--- config.mk ---
export PLATFORM = sky130hd
export DESIGN_NAME = backend_reply_frame_deframer
export DESIGN_NICKNAME = d
export VERILOG_FILES = /design/src/sv/brfd_pkg.sv /design/src/sv/brfd_parse.sv /design/src/sv/backend_reply_frame_deframer.sv
export SDC_FILE = /design/constraint.sdc
export NUM_CORES = 1
export LEC_CHECK = 0
export BUFFER_PORTS_ARGS = -buffer_cell sky130_fd_sc_hd__buf_4
export CAP_MARGIN = 20
export CORE_UTILIZATION = 25
export DETAILED_ROUTE_END_ITERATION = 10
export HOLD_SLACK_MARGIN = 0.02
export PLACE_DENSITY = 0.42
export SYNTH_ARGS = -nofsm -noshare
export SYNTH_HDL_FRONTEND = slang
export SYNTH_HIERARCHICAL = 1
export SYNTH_SLANG_ARGS = --single-unit
--- constraint.sdc ---
create_clock -name i_clk -period 11.2 [get_ports i_clk]
set_input_delay 2.24 -clock i_clk [delete_from_list [all_inputs] [get_ports i_clk]]
set_output_delay 2.24 -clock i_clk [all_outputs]
set_load 0.02 [all_outputs]
--- src/sv/brfd_pkg.sv ---
// brfd_pkg: types and constants for the backend reply frame deframer
// used by brfd_parse and backend_reply_frame_deframer; no dependencies
package brfd_pkg;

    localparam logic [31:0] TYPE_HELLO     = 32'd1001;
    localparam logic [31:0] TYPE_UDP       = 32'd1002;
    localparam logic [31:0] TYPE_HEARTBEAT = 32'd1004;

    localparam logic [15:0] MAX_PAYLOAD_RESET = 16'd1500;

    // byte_index value at the last byte of a 32-bit word
    localparam logic [1:0] LAST_WORD_BYTE = 2'd3;

    typedef enum logic [2:0] {
        PH_TYPE    = 3'd0,
        PH_ADDR    = 3'd1,
        PH_PORT    = 3'd2,
        PH_LEN     = 3'd3,
        PH_PAYLOAD = 3'd4,
        PH_FAULT   = 3'd5
    } t_phase;

    typedef enum logic [2:0] {
        KIND_HELLO     = 3'd0,
        KIND_HEARTBEAT = 3'd1,
        KIND_UDP_HDR   = 3'd2,
        KIND_PAYLOAD   = 3'd3,
        KIND_BAD_TYPE  = 3'd4,
        KIND_OVERSIZE  = 3'd5
    } t_kind;

    typedef struct packed {
        logic        valid;
        t_kind       kind;
        logic [31:0] dest_addr;
        logic [15:0] udp_port;
        logic [15:0] payload_length;
        logic [7:0]  payload_byte;
        logic        last;
    } t_result;

endpackage

--- src/sv/brfd_parse.sv ---
// brfd_parse: frame parser state and the one-byte state update
// depends on brfd_pkg; stepped by the top level once per item
module brfd_parse
    import brfd_pkg::*;
(
    input  logic        i_clk,
    input  logic        i_rst_n,
    input  logic        i_en,
    input  logic        i_cmd,
    input  logic [7:0]  i_data_byte,
    input  logic [15:0] i_max_len,
    output t_result     o_res
);

    t_phase      r_phase, n_phase;
    logic [1:0]  r_byte_index, n_byte_index;
    logic [31:0] r_word_shift, n_word_shift;
    logic [31:0] r_held_addr, n_held_addr;
    logic [15:0] r_held_port, n_held_port;
    logic [15:0] r_bytes_rem, n_bytes_rem;

    logic [31:0] word;

    always_ff @(posedge i_clk) begin
        if (!i_rst_n) begin
            r_phase      <= PH_TYPE;
            r_byte_index <= '0;
            r_word_shift <= '0;
            r_held_addr  <= '0;
            r_held_port  <= '0;
            r_bytes_rem  <= '0;
        end else if (i_en) begin
            r_phase      <= n_phase;
            r_byte_index <= n_byte_index;
            r_word_shift <= n_word_shift;
            r_held_addr  <= n_held_addr;
            r_held_port  <= n_held_port;
            r_bytes_rem  <= n_bytes_rem;
        end
    end

    // little-endian: the new byte lands on top
    assign word = {i_data_byte, r_word_shift[31:8]};

    always_comb begin
        n_phase      = r_phase;
        n_byte_index = r_byte_index;
        n_word_shift = r_word_shift;
        n_held_addr  = r_held_addr;
        n_held_port  = r_held_port;
        n_bytes_rem  = r_bytes_rem;
        o_res        = '0;

        if (i_cmd) begin
            n_phase      = PH_TYPE;
            n_byte_index = '0;
            n_word_shift = '0;
            n_held_addr  = '0;
            n_held_port  = '0;
            n_bytes_rem  = '0;
        end else begin
            case (r_phase)
                PH_PAYLOAD: begin
                    n_bytes_rem        = r_bytes_rem - 16'd1;
                    o_res.valid        = 1'b1;
                    o_res.kind         = KIND_PAYLOAD;
                    o_res.payload_byte = i_data_byte;
                    o_res.last         = (n_bytes_rem == '0);
                    if (n_bytes_rem == '0) begin
                        n_phase = PH_TYPE;
                    end
                end
                PH_TYPE, PH_ADDR, PH_PORT, PH_LEN: begin
                    n_word_shift = word;
                    if (r_byte_index != LAST_WORD_BYTE) begin
                        n_byte_index = r_byte_index + 2'd1;
                    end else begin
                        n_byte_index = '0;
                        case (r_phase)
                            PH_TYPE: begin
                                if (word == TYPE_HELLO) begin
                                    o_res.valid = 1'b1;
                                    o_res.kind  = KIND_HELLO;
                                end else if (word == TYPE_HEARTBEAT) begin
                                    o_res.valid = 1'b1;
                                    o_res.kind  = KIND_HEARTBEAT;
                                end else if (word == TYPE_UDP) begin
                                    n_phase = PH_ADDR;
                                end else begin
                                    n_phase     = PH_FAULT;
                                    o_res.valid = 1'b1;
                                    o_res.kind  = KIND_BAD_TYPE;
                                end
                            end
                            PH_ADDR: begin
                                n_held_addr = word;
                                n_phase     = PH_PORT;
                            end
                            PH_PORT: begin
                                n_held_port = word[15:0];
                                n_phase     = PH_LEN;
                            end
                            default: begin
                                // full 32-bit length against the limit
                                o_res.valid = 1'b1;
                                if (word > {16'd0, i_max_len}) begin
                                    n_phase    = PH_FAULT;
                                    o_res.kind = KIND_OVERSIZE;
                                end else begin
                                    o_res.kind           = KIND_UDP_HDR;
                                    o_res.dest_addr      = r_held_addr;
                                    o_res.udp_port       = r_held_port;
                                    o_res.payload_length = word[15:0];
                                    if (word == '0) begin
                                        n_phase    = PH_TYPE;
                                        o_res.last = 1'b1;
                                    end else begin
                                        n_phase     = PH_PAYLOAD;
                                        n_bytes_rem = word[15:0];
                                    end
                                end
                            end
                        endcase
                    end
                end
                default: begin
                    // faulted: wait for restart
                end
            endcase
        end
    end

    a_restart_clears: assert property (@(posedge i_clk) disable iff (!i_rst_n)
        i_en && i_cmd |=> r_phase == PH_TYPE && r_byte_index == '0)
        else $error("restart did not clear parser");

    a_payload_nonzero: assert property (@(posedge i_clk) disable iff (!i_rst_n)
        r_phase == PH_PAYLOAD |-> r_bytes_rem != '0)
        else $error("payload phase with no bytes remaining");

endmodule

--- src/sv/backend_reply_frame_deframer.sv ---
// backend_reply_frame_deframer: top level, input and result registers, limit register
// depends on brfd_pkg and brfd_parse
//
// Takes the backend byte stream one item per clock and sustains one item per
// cycle while the receiver does not stall: each byte needs only the parser state update in
// brfd_parse, which sits between an input register and a result register, so
// an item's result is presented from the result register. The input side
// keeps accepting while a result waits, stalling only when both registers
// hold an item. Hello and heartbeat frames give one item each, an outbound udp
// frame gives a header item then one item per payload byte (last flagged), and
// a bad type or oversize length gives a fault item after which data is
// dropped until a restart item (cmd = 1). The max payload length register
// resets to 1500 and should be written only while the block is idle.
module backend_reply_frame_deframer
    import brfd_pkg::*;
(
    input  logic        i_clk,
    input  logic        i_rst_n,

    input  logic        i_valid,
    output logic        o_stall,
    input  logic        i_cmd,
    input  logic [7:0]  i_data_byte,

    output logic        o_valid,
    input  logic        i_stall,
    output logic [2:0]  o_kind,
    output logic [31:0] o_dest_addr,
    output logic [15:0] o_udp_port,
    output logic [15:0] o_payload_length,
    output logic [7:0]  o_payload_byte,
    output logic        o_last,

    input  logic        i_cfg_valid,
    output logic        o_cfg_ready,
    input  logic [15:0] i_cfg_data
);

    logic        r_in_valid;
    logic        r_in_cmd;
    logic [7:0]  r_in_byte;
    logic        r_out_valid;
    t_result     r_out;
    logic [15:0] r_max_len;

    logic        can_move;
    t_result     res;

    assign can_move    = !r_out_valid || !i_stall;
    assign o_stall     = r_in_valid && !can_move;
    assign o_cfg_ready = 1'b1;

    always_ff @(posedge i_clk) begin
        if (!i_rst_n) begin
            r_max_len <= MAX_PAYLOAD_RESET;
        end else if (i_cfg_valid && o_cfg_ready) begin
            r_max_len <= i_cfg_data;
        end
    end

    always_ff @(posedge i_clk) begin
        if (!i_rst_n) begin
            r_in_valid <= 1'b0;
        end else if (!o_stall) begin
            r_in_valid <= i_valid;
        end
    end

    always_ff @(posedge i_clk) begin
        if (!o_stall) begin
            r_in_cmd  <= i_cmd;
            r_in_byte <= i_data_byte;
        end
    end

    brfd_parse u_parse (
        .i_clk       (i_clk),
        .i_rst_n     (i_rst_n),
        .i_en        (r_in_valid && can_move),
        .i_cmd       (r_in_cmd),
        .i_data_byte (r_in_byte),
        .i_max_len   (r_max_len),
        .o_res       (res)
    );

    always_ff @(posedge i_clk) begin
        if (!i_rst_n) begin
            r_out_valid <= 1'b0;
        end else if (can_move) begin
            r_out_valid <= r_in_valid && res.valid;
        end
    end

    always_ff @(posedge i_clk) begin
        if (can_move) begin
            r_out <= res;
        end
    end

    assign o_valid          = r_out_valid;
    assign o_kind           = r_out.kind;
    assign o_dest_addr      = r_out.dest_addr;
    assign o_udp_port       = r_out.udp_port;
    assign o_payload_length = r_out.payload_length;
    assign o_payload_byte   = r_out.payload_byte;
    assign o_last           = r_out.last;

    a_stall_cause: assert property (@(posedge i_clk) disable iff (!i_rst_n)
        o_stall |-> o_valid && i_stall)
        else $error("input stalled without a blocked result");

    a_last_kind: assert property (@(posedge i_clk) disable iff (!i_rst_n)
        o_valid && o_last |-> r_out.kind == KIND_PAYLOAD || r_out.kind == KIND_UDP_HDR)
        else $error("last flag on a non-udp item");

    a_zero_len_last: assert property (@(posedge i_clk) disable iff (!i_rst_n)
        o_valid && r_out.kind == KIND_UDP_HDR && o_payload_length == '0 |-> o_last)
        else $error("zero-length header without last");

endmodule

==> metrics.md <==
| Metric | Value |
|---|---|
| Share of flip-flops with an asynchronous set or reset after synthesis | `0%` |
| Leakage power figure | `4.25 nW` |
| Y dimension of the die | `188 um` |
| Mean instance size in the synthesized netlist | `10.2 um2` |
| Number of max-cap violations | `0` |
| Startpoint type of the worst setup path | `primary input` |
| Total global routing track utilization | `13.6%` |
| Number of inserted diodes | `0` |
| Total wire length after detailed routing | `23.7 mm` |
| Number of cells in the finished layout apart from fillers | `1,388` |
| Fin crit period | `5.37 ns` |
| Fraction of the mapped netlist area in compound gates | `10.5%` |
| Skew final | `0.0122 ns` |
| TritonCTS Buffers | `17` |
| Count of buffer and inverter cells on the critical path | `3` |
| First DRT Iteration DRCs | `600` |
| Met2 GRT Util | `21.5%` |
| Remaining routing DRC violations | `0` |
| Gate Count Post-Synth | `850` |
| Total instance count after detailed placement | `1,356` |
| Yosys warning total | `6` |
| Via count of the first global-routing pass | `6,096` |
| Post-layout worst setup margin | `5.83 ns` |
| CTS sink cnt | `196` |
| Initial cell density of the core | `25.6%` |
| Pin slew with the least headroom to its limit | `1.09 ns` |
| Die Footprint | `0.0353 mm2` |
| Met3 demand-to-capacity share in global routing | `2.55%` |
| Hold buffer count at CTS | `0` |
| Routed Antenna Nets | `0` |
| Final GP Congestion | `0.768` |
| Buffer count from post-CTS setup fixing | `0` |
| Final Total Pwr | `1.45 mW` |
| Total via count in the routed design | `6,383` |
| Synth Area in XOR/XNOR | `0.506%` |
| Post-place setup slack | `5.75 ns` |
| Setup repair after global routing missed its margin | `false` |
| Post-detail-place hpwl | `15.7 mm` |
| Drt wl/cell | `17.0 um` |
| Fraction of layout instances using a drive strength above 1 | `17.6%` |
| Die span in x | `188 um` |
| Most frequent CP cell | `sky130_fd_sc_hd__buf_4` |
| Flop-to-flop setup slack | `7.33 ns` |
| Area inside the core boundary | `0.0338 mm2` |
| Power per unit of standard cell area | `139 mW/mm2` |
| First-pass GRT wire length | `37.0 mm` |
| Post-synthesis share of cell area spent on full adders, half adders and majority gates | `2.75%` |
| CTS tree | `done` |
| Buffer type at the clock tree root | `sky130_fd_sc_hd__clkbuf_16` |
| Number of vias per cell after detailed routing | `4.60` |
| Main combinational cell family by area after synthesis | `simple AND/OR/NAND/NOR gates` |
| Clock latency at the later pin of the worst-skew pair | `0.44 ns` |
| PostCTS Resize Cnt | `0` |
| Required time of the critical path | `8.96 ns` |
| Cell Area, Synth | `0.00865 mm2` |
| Final-report max-slew violation count | `0` |
| Area growth syn-to-layout | `20.8%` |
| Post-route fraction of the period consumed by the critical path | `47.9%` |
| Depth of the critical timing path with buffers and inverters included | `4` |
| Number of buffers added on ports | `107` |
| Number of buffers on the longest clock path | `2` |
| R2R cell count | `9` |
| Post-CTS clock slew at the launch and capture registers of the worst setup and hold paths | `0.07 ns` |
| Final hold slack | `0.449 ns` |
| Max-slew headroom | `27.6%` |
| Met1 usage in global routing | `19.0%` |
| Post-synth net total | `899` |
| Share of synthesized cell area in and, or, nand and nor gates | `22.7%` |
| Result of the run | `finished, final reports clean` |
| Peak supply drop | `0.0818 mV` |
| Category of the most critical setup path | `primary input to output pin` |
| Setup crit end kind | `output pin` |
| Hold-critical path depth | `2` |
| Total congestion overflow | `0` |
| Pre-antenna DRT Iters | `5` |
| Crit path arrival time | `3.13 ns` |
| Family of cells with the greatest summed delay on the critical path | `buffers and inverters` |
| CP peak stage delay | `0.42 ns` |
| Most used routing layer | `met2` |
| Distinct cells, synth | `68` |
| H-tree depth | `4` |
| Class of the worst hold path | `register to register` |
| Count of fill cells added during filler insertion | `3,493` |
| Leading register cell type out of synthesis | `sky130_fd_sc_hd__dfxtp_1` |
| Count of pins on the block boundary | `109` |
| Total setup violations reported at the end of the flow | `0` |
| Nets | `976` |
| Proportion of synthesized area in mux cells | `3.95%` |
| Number of enable-type register cells in the synthesized netlist | `85` |
| Final-layout setup total negative slack | `0 ns` |
| Pin count of the biggest net entering global routing | `93` |
| Critical path peak fanout | `10` |
| Maximum operating frequency | `0.186 GHz` |
| Final hold violation count | `0` |
| Cell-by-cell listing of the critical path | `buf_4, nand3_1, inv_1, buf_4` |
| Number of antenna violations at the first check in global routing | `0` |
| Worst-path cell with the longest stage delay | `sky130_fd_sc_hd__nand3_1` |
| Number of storage elements in the synthesis netlist | `196` |
| Sequential-to-total area share from yosys stat | `55.2%` |
| Number of rows in the core area | `67` |
==> area by class of cell <==
cell class	count	area, um2	area share (%)
clock buffer	19	454	4.35
clock inverter	13	140	1.34
inverter	26	97.6	0.934
multi-input combinational	568	3520	33.7
sequential	196	4770	45.7
tap	448	561	5.36
timing repair buffer	118	906	8.67
==> cells in the mapped netlist (4+ instances only) <==
library cell               instances  share of area, %
sky130_fd_sc_hd__nor2b_1          27               2.0
sky130_fd_sc_hd__dfxtp_1         111                26
sky130_fd_sc_hd__inv_1            24               1.0
sky130_fd_sc_hd__and2_1           64               4.6
sky130_fd_sc_hd__clkbuf_1         48               2.1
sky130_fd_sc_hd__nor3b_1           5              0.43
sky130_fd_sc_hd__mux2i_1          33               3.8
sky130_fd_sc_hd__and3_1           11              0.80
sky130_fd_sc_hd__xnor2_1           4              0.41
sky130_fd_sc_hd__o21a_1            4              0.35
sky130_fd_sc_hd__o21ai_0          13              0.75
sky130_fd_sc_hd__a21o_1            4              0.35
sky130_fd_sc_hd__or2_2             5              0.36
sky130_fd_sc_hd__nand4_1          10              0.72
sky130_fd_sc_hd__buf_2             6              0.35
sky130_fd_sc_hd__nor4_1           16               1.2
sky130_fd_sc_hd__nor2_1           60               2.6
sky130_fd_sc_hd__a21oi_1          55               3.2
sky130_fd_sc_hd__nand3_1          34               2.0
sky130_fd_sc_hd__or3_1            10              0.72
sky130_fd_sc_hd__or4b_1            4              0.46
sky130_fd_sc_hd__ha_1             19               2.7
sky130_fd_sc_hd__nand2_1          87               3.8
sky130_fd_sc_hd__or4_1            10              0.87
sky130_fd_sc_hd__a22oi_1          25               2.2
sky130_fd_sc_hd__nor3_1           12              0.69
sky130_fd_sc_hd__edfxtp_1         85                30
==> routing by layer <==
layer / wire length, um / part of all wire (%) / vias to the layer above
li1: - / - / 3198
met1: 11600 / 49 / 3048
met2: 11100 / 47 / 120
met3: 764 / 3.2 / 17
met4: 227 / 0.96 / 0
met5: 0 / 0 / -
==> worst register-to-register path: cells and delay by family (launching register included) <==
family	cells	cell delay, ns
compound gates	3	0.62
flops	1	0.67
buf+inv	1	0.44
fa+ha+maj	1	0.36
simple gates	4	1.63
==> sequential cells by signal, indices dropped and copies added, names as in the netlist, 16 cells and up <==
| name | cells |
|---|---|
| o_dest_addr | 32 |
| u_parse/r_held_addr | 32 |
| u_parse/r_word_shift | 24 |
| o_payload_length | 16 |
| o_udp_port | 16 |
| r_max_len | 16 |
| u_parse/r_bytes_rem | 16 |
| u_parse/r_held_port | 16 |
==> through the flow <==
stage | instance area [um2] | util [%]
finish | 10500 | 30.9
global route | 10500 | 30.9
CTS | 10500 | 30.9
detailed placement | 9860 | 29.2
global placement | 9830 | 29.1
floorplan | 8650 | -
==> power breakdown <==
part | internal (mW) | switching (mW) | leakage (nW) | total [mW]
sequential | 0.749 | 0.00816 | 1.93 | 0.757
clock | 0.328 | 0.295 | 0.286 | 0.624
combinational | 0.0252 | 0.0430 | 2.03 | 0.0681
==> cells in the final DEF (no fill, tap or decap), drive strengths merged, types with 10 or more instances in the layout <==
cell type	Yosys	final
a21oi	55	55
a22oi	25	25
and2	64	64
and3	11	11
buf	12	118
clkbuf	48	19
dfxtp	111	111
edfxtp	85	85
ha	19	19
inv	24	30
mux2i	33	33
nand2	88	88
nand3	35	35
nand4	10	10
nor2	60	60
nor2b	27	27
nor3	13	13
nor4	16	16
o21ai	15	15
or3	10	10
or4	12	12
==> cell families after synthesis <==
logic type,Yosys count
fa+ha+maj,19
simple gates,370
flops,196
xor+xnor,5
other cells,1
mux,34
compound gates,139
buf+inv,86
==> path summary, 6_finish.rpt <==
kind / from / end
max reg2reg: u_parse/r_word_shift[9]$_SDFFE_PN0P_ / o_dest_addr[17]$_DFFE_PP_
min: u_parse/r_held_addr[20]$_SDFFE_PN0P_ / u_parse/r_held_addr[20]$_SDFFE_PN0P_
min reg2reg: u_parse/r_held_addr[20]$_SDFFE_PN0P_ / u_parse/r_held_addr[20]$_SDFFE_PN0P_
max: i_stall / o_stall
No activity file was read; power rests on OpenSTA's default activity.
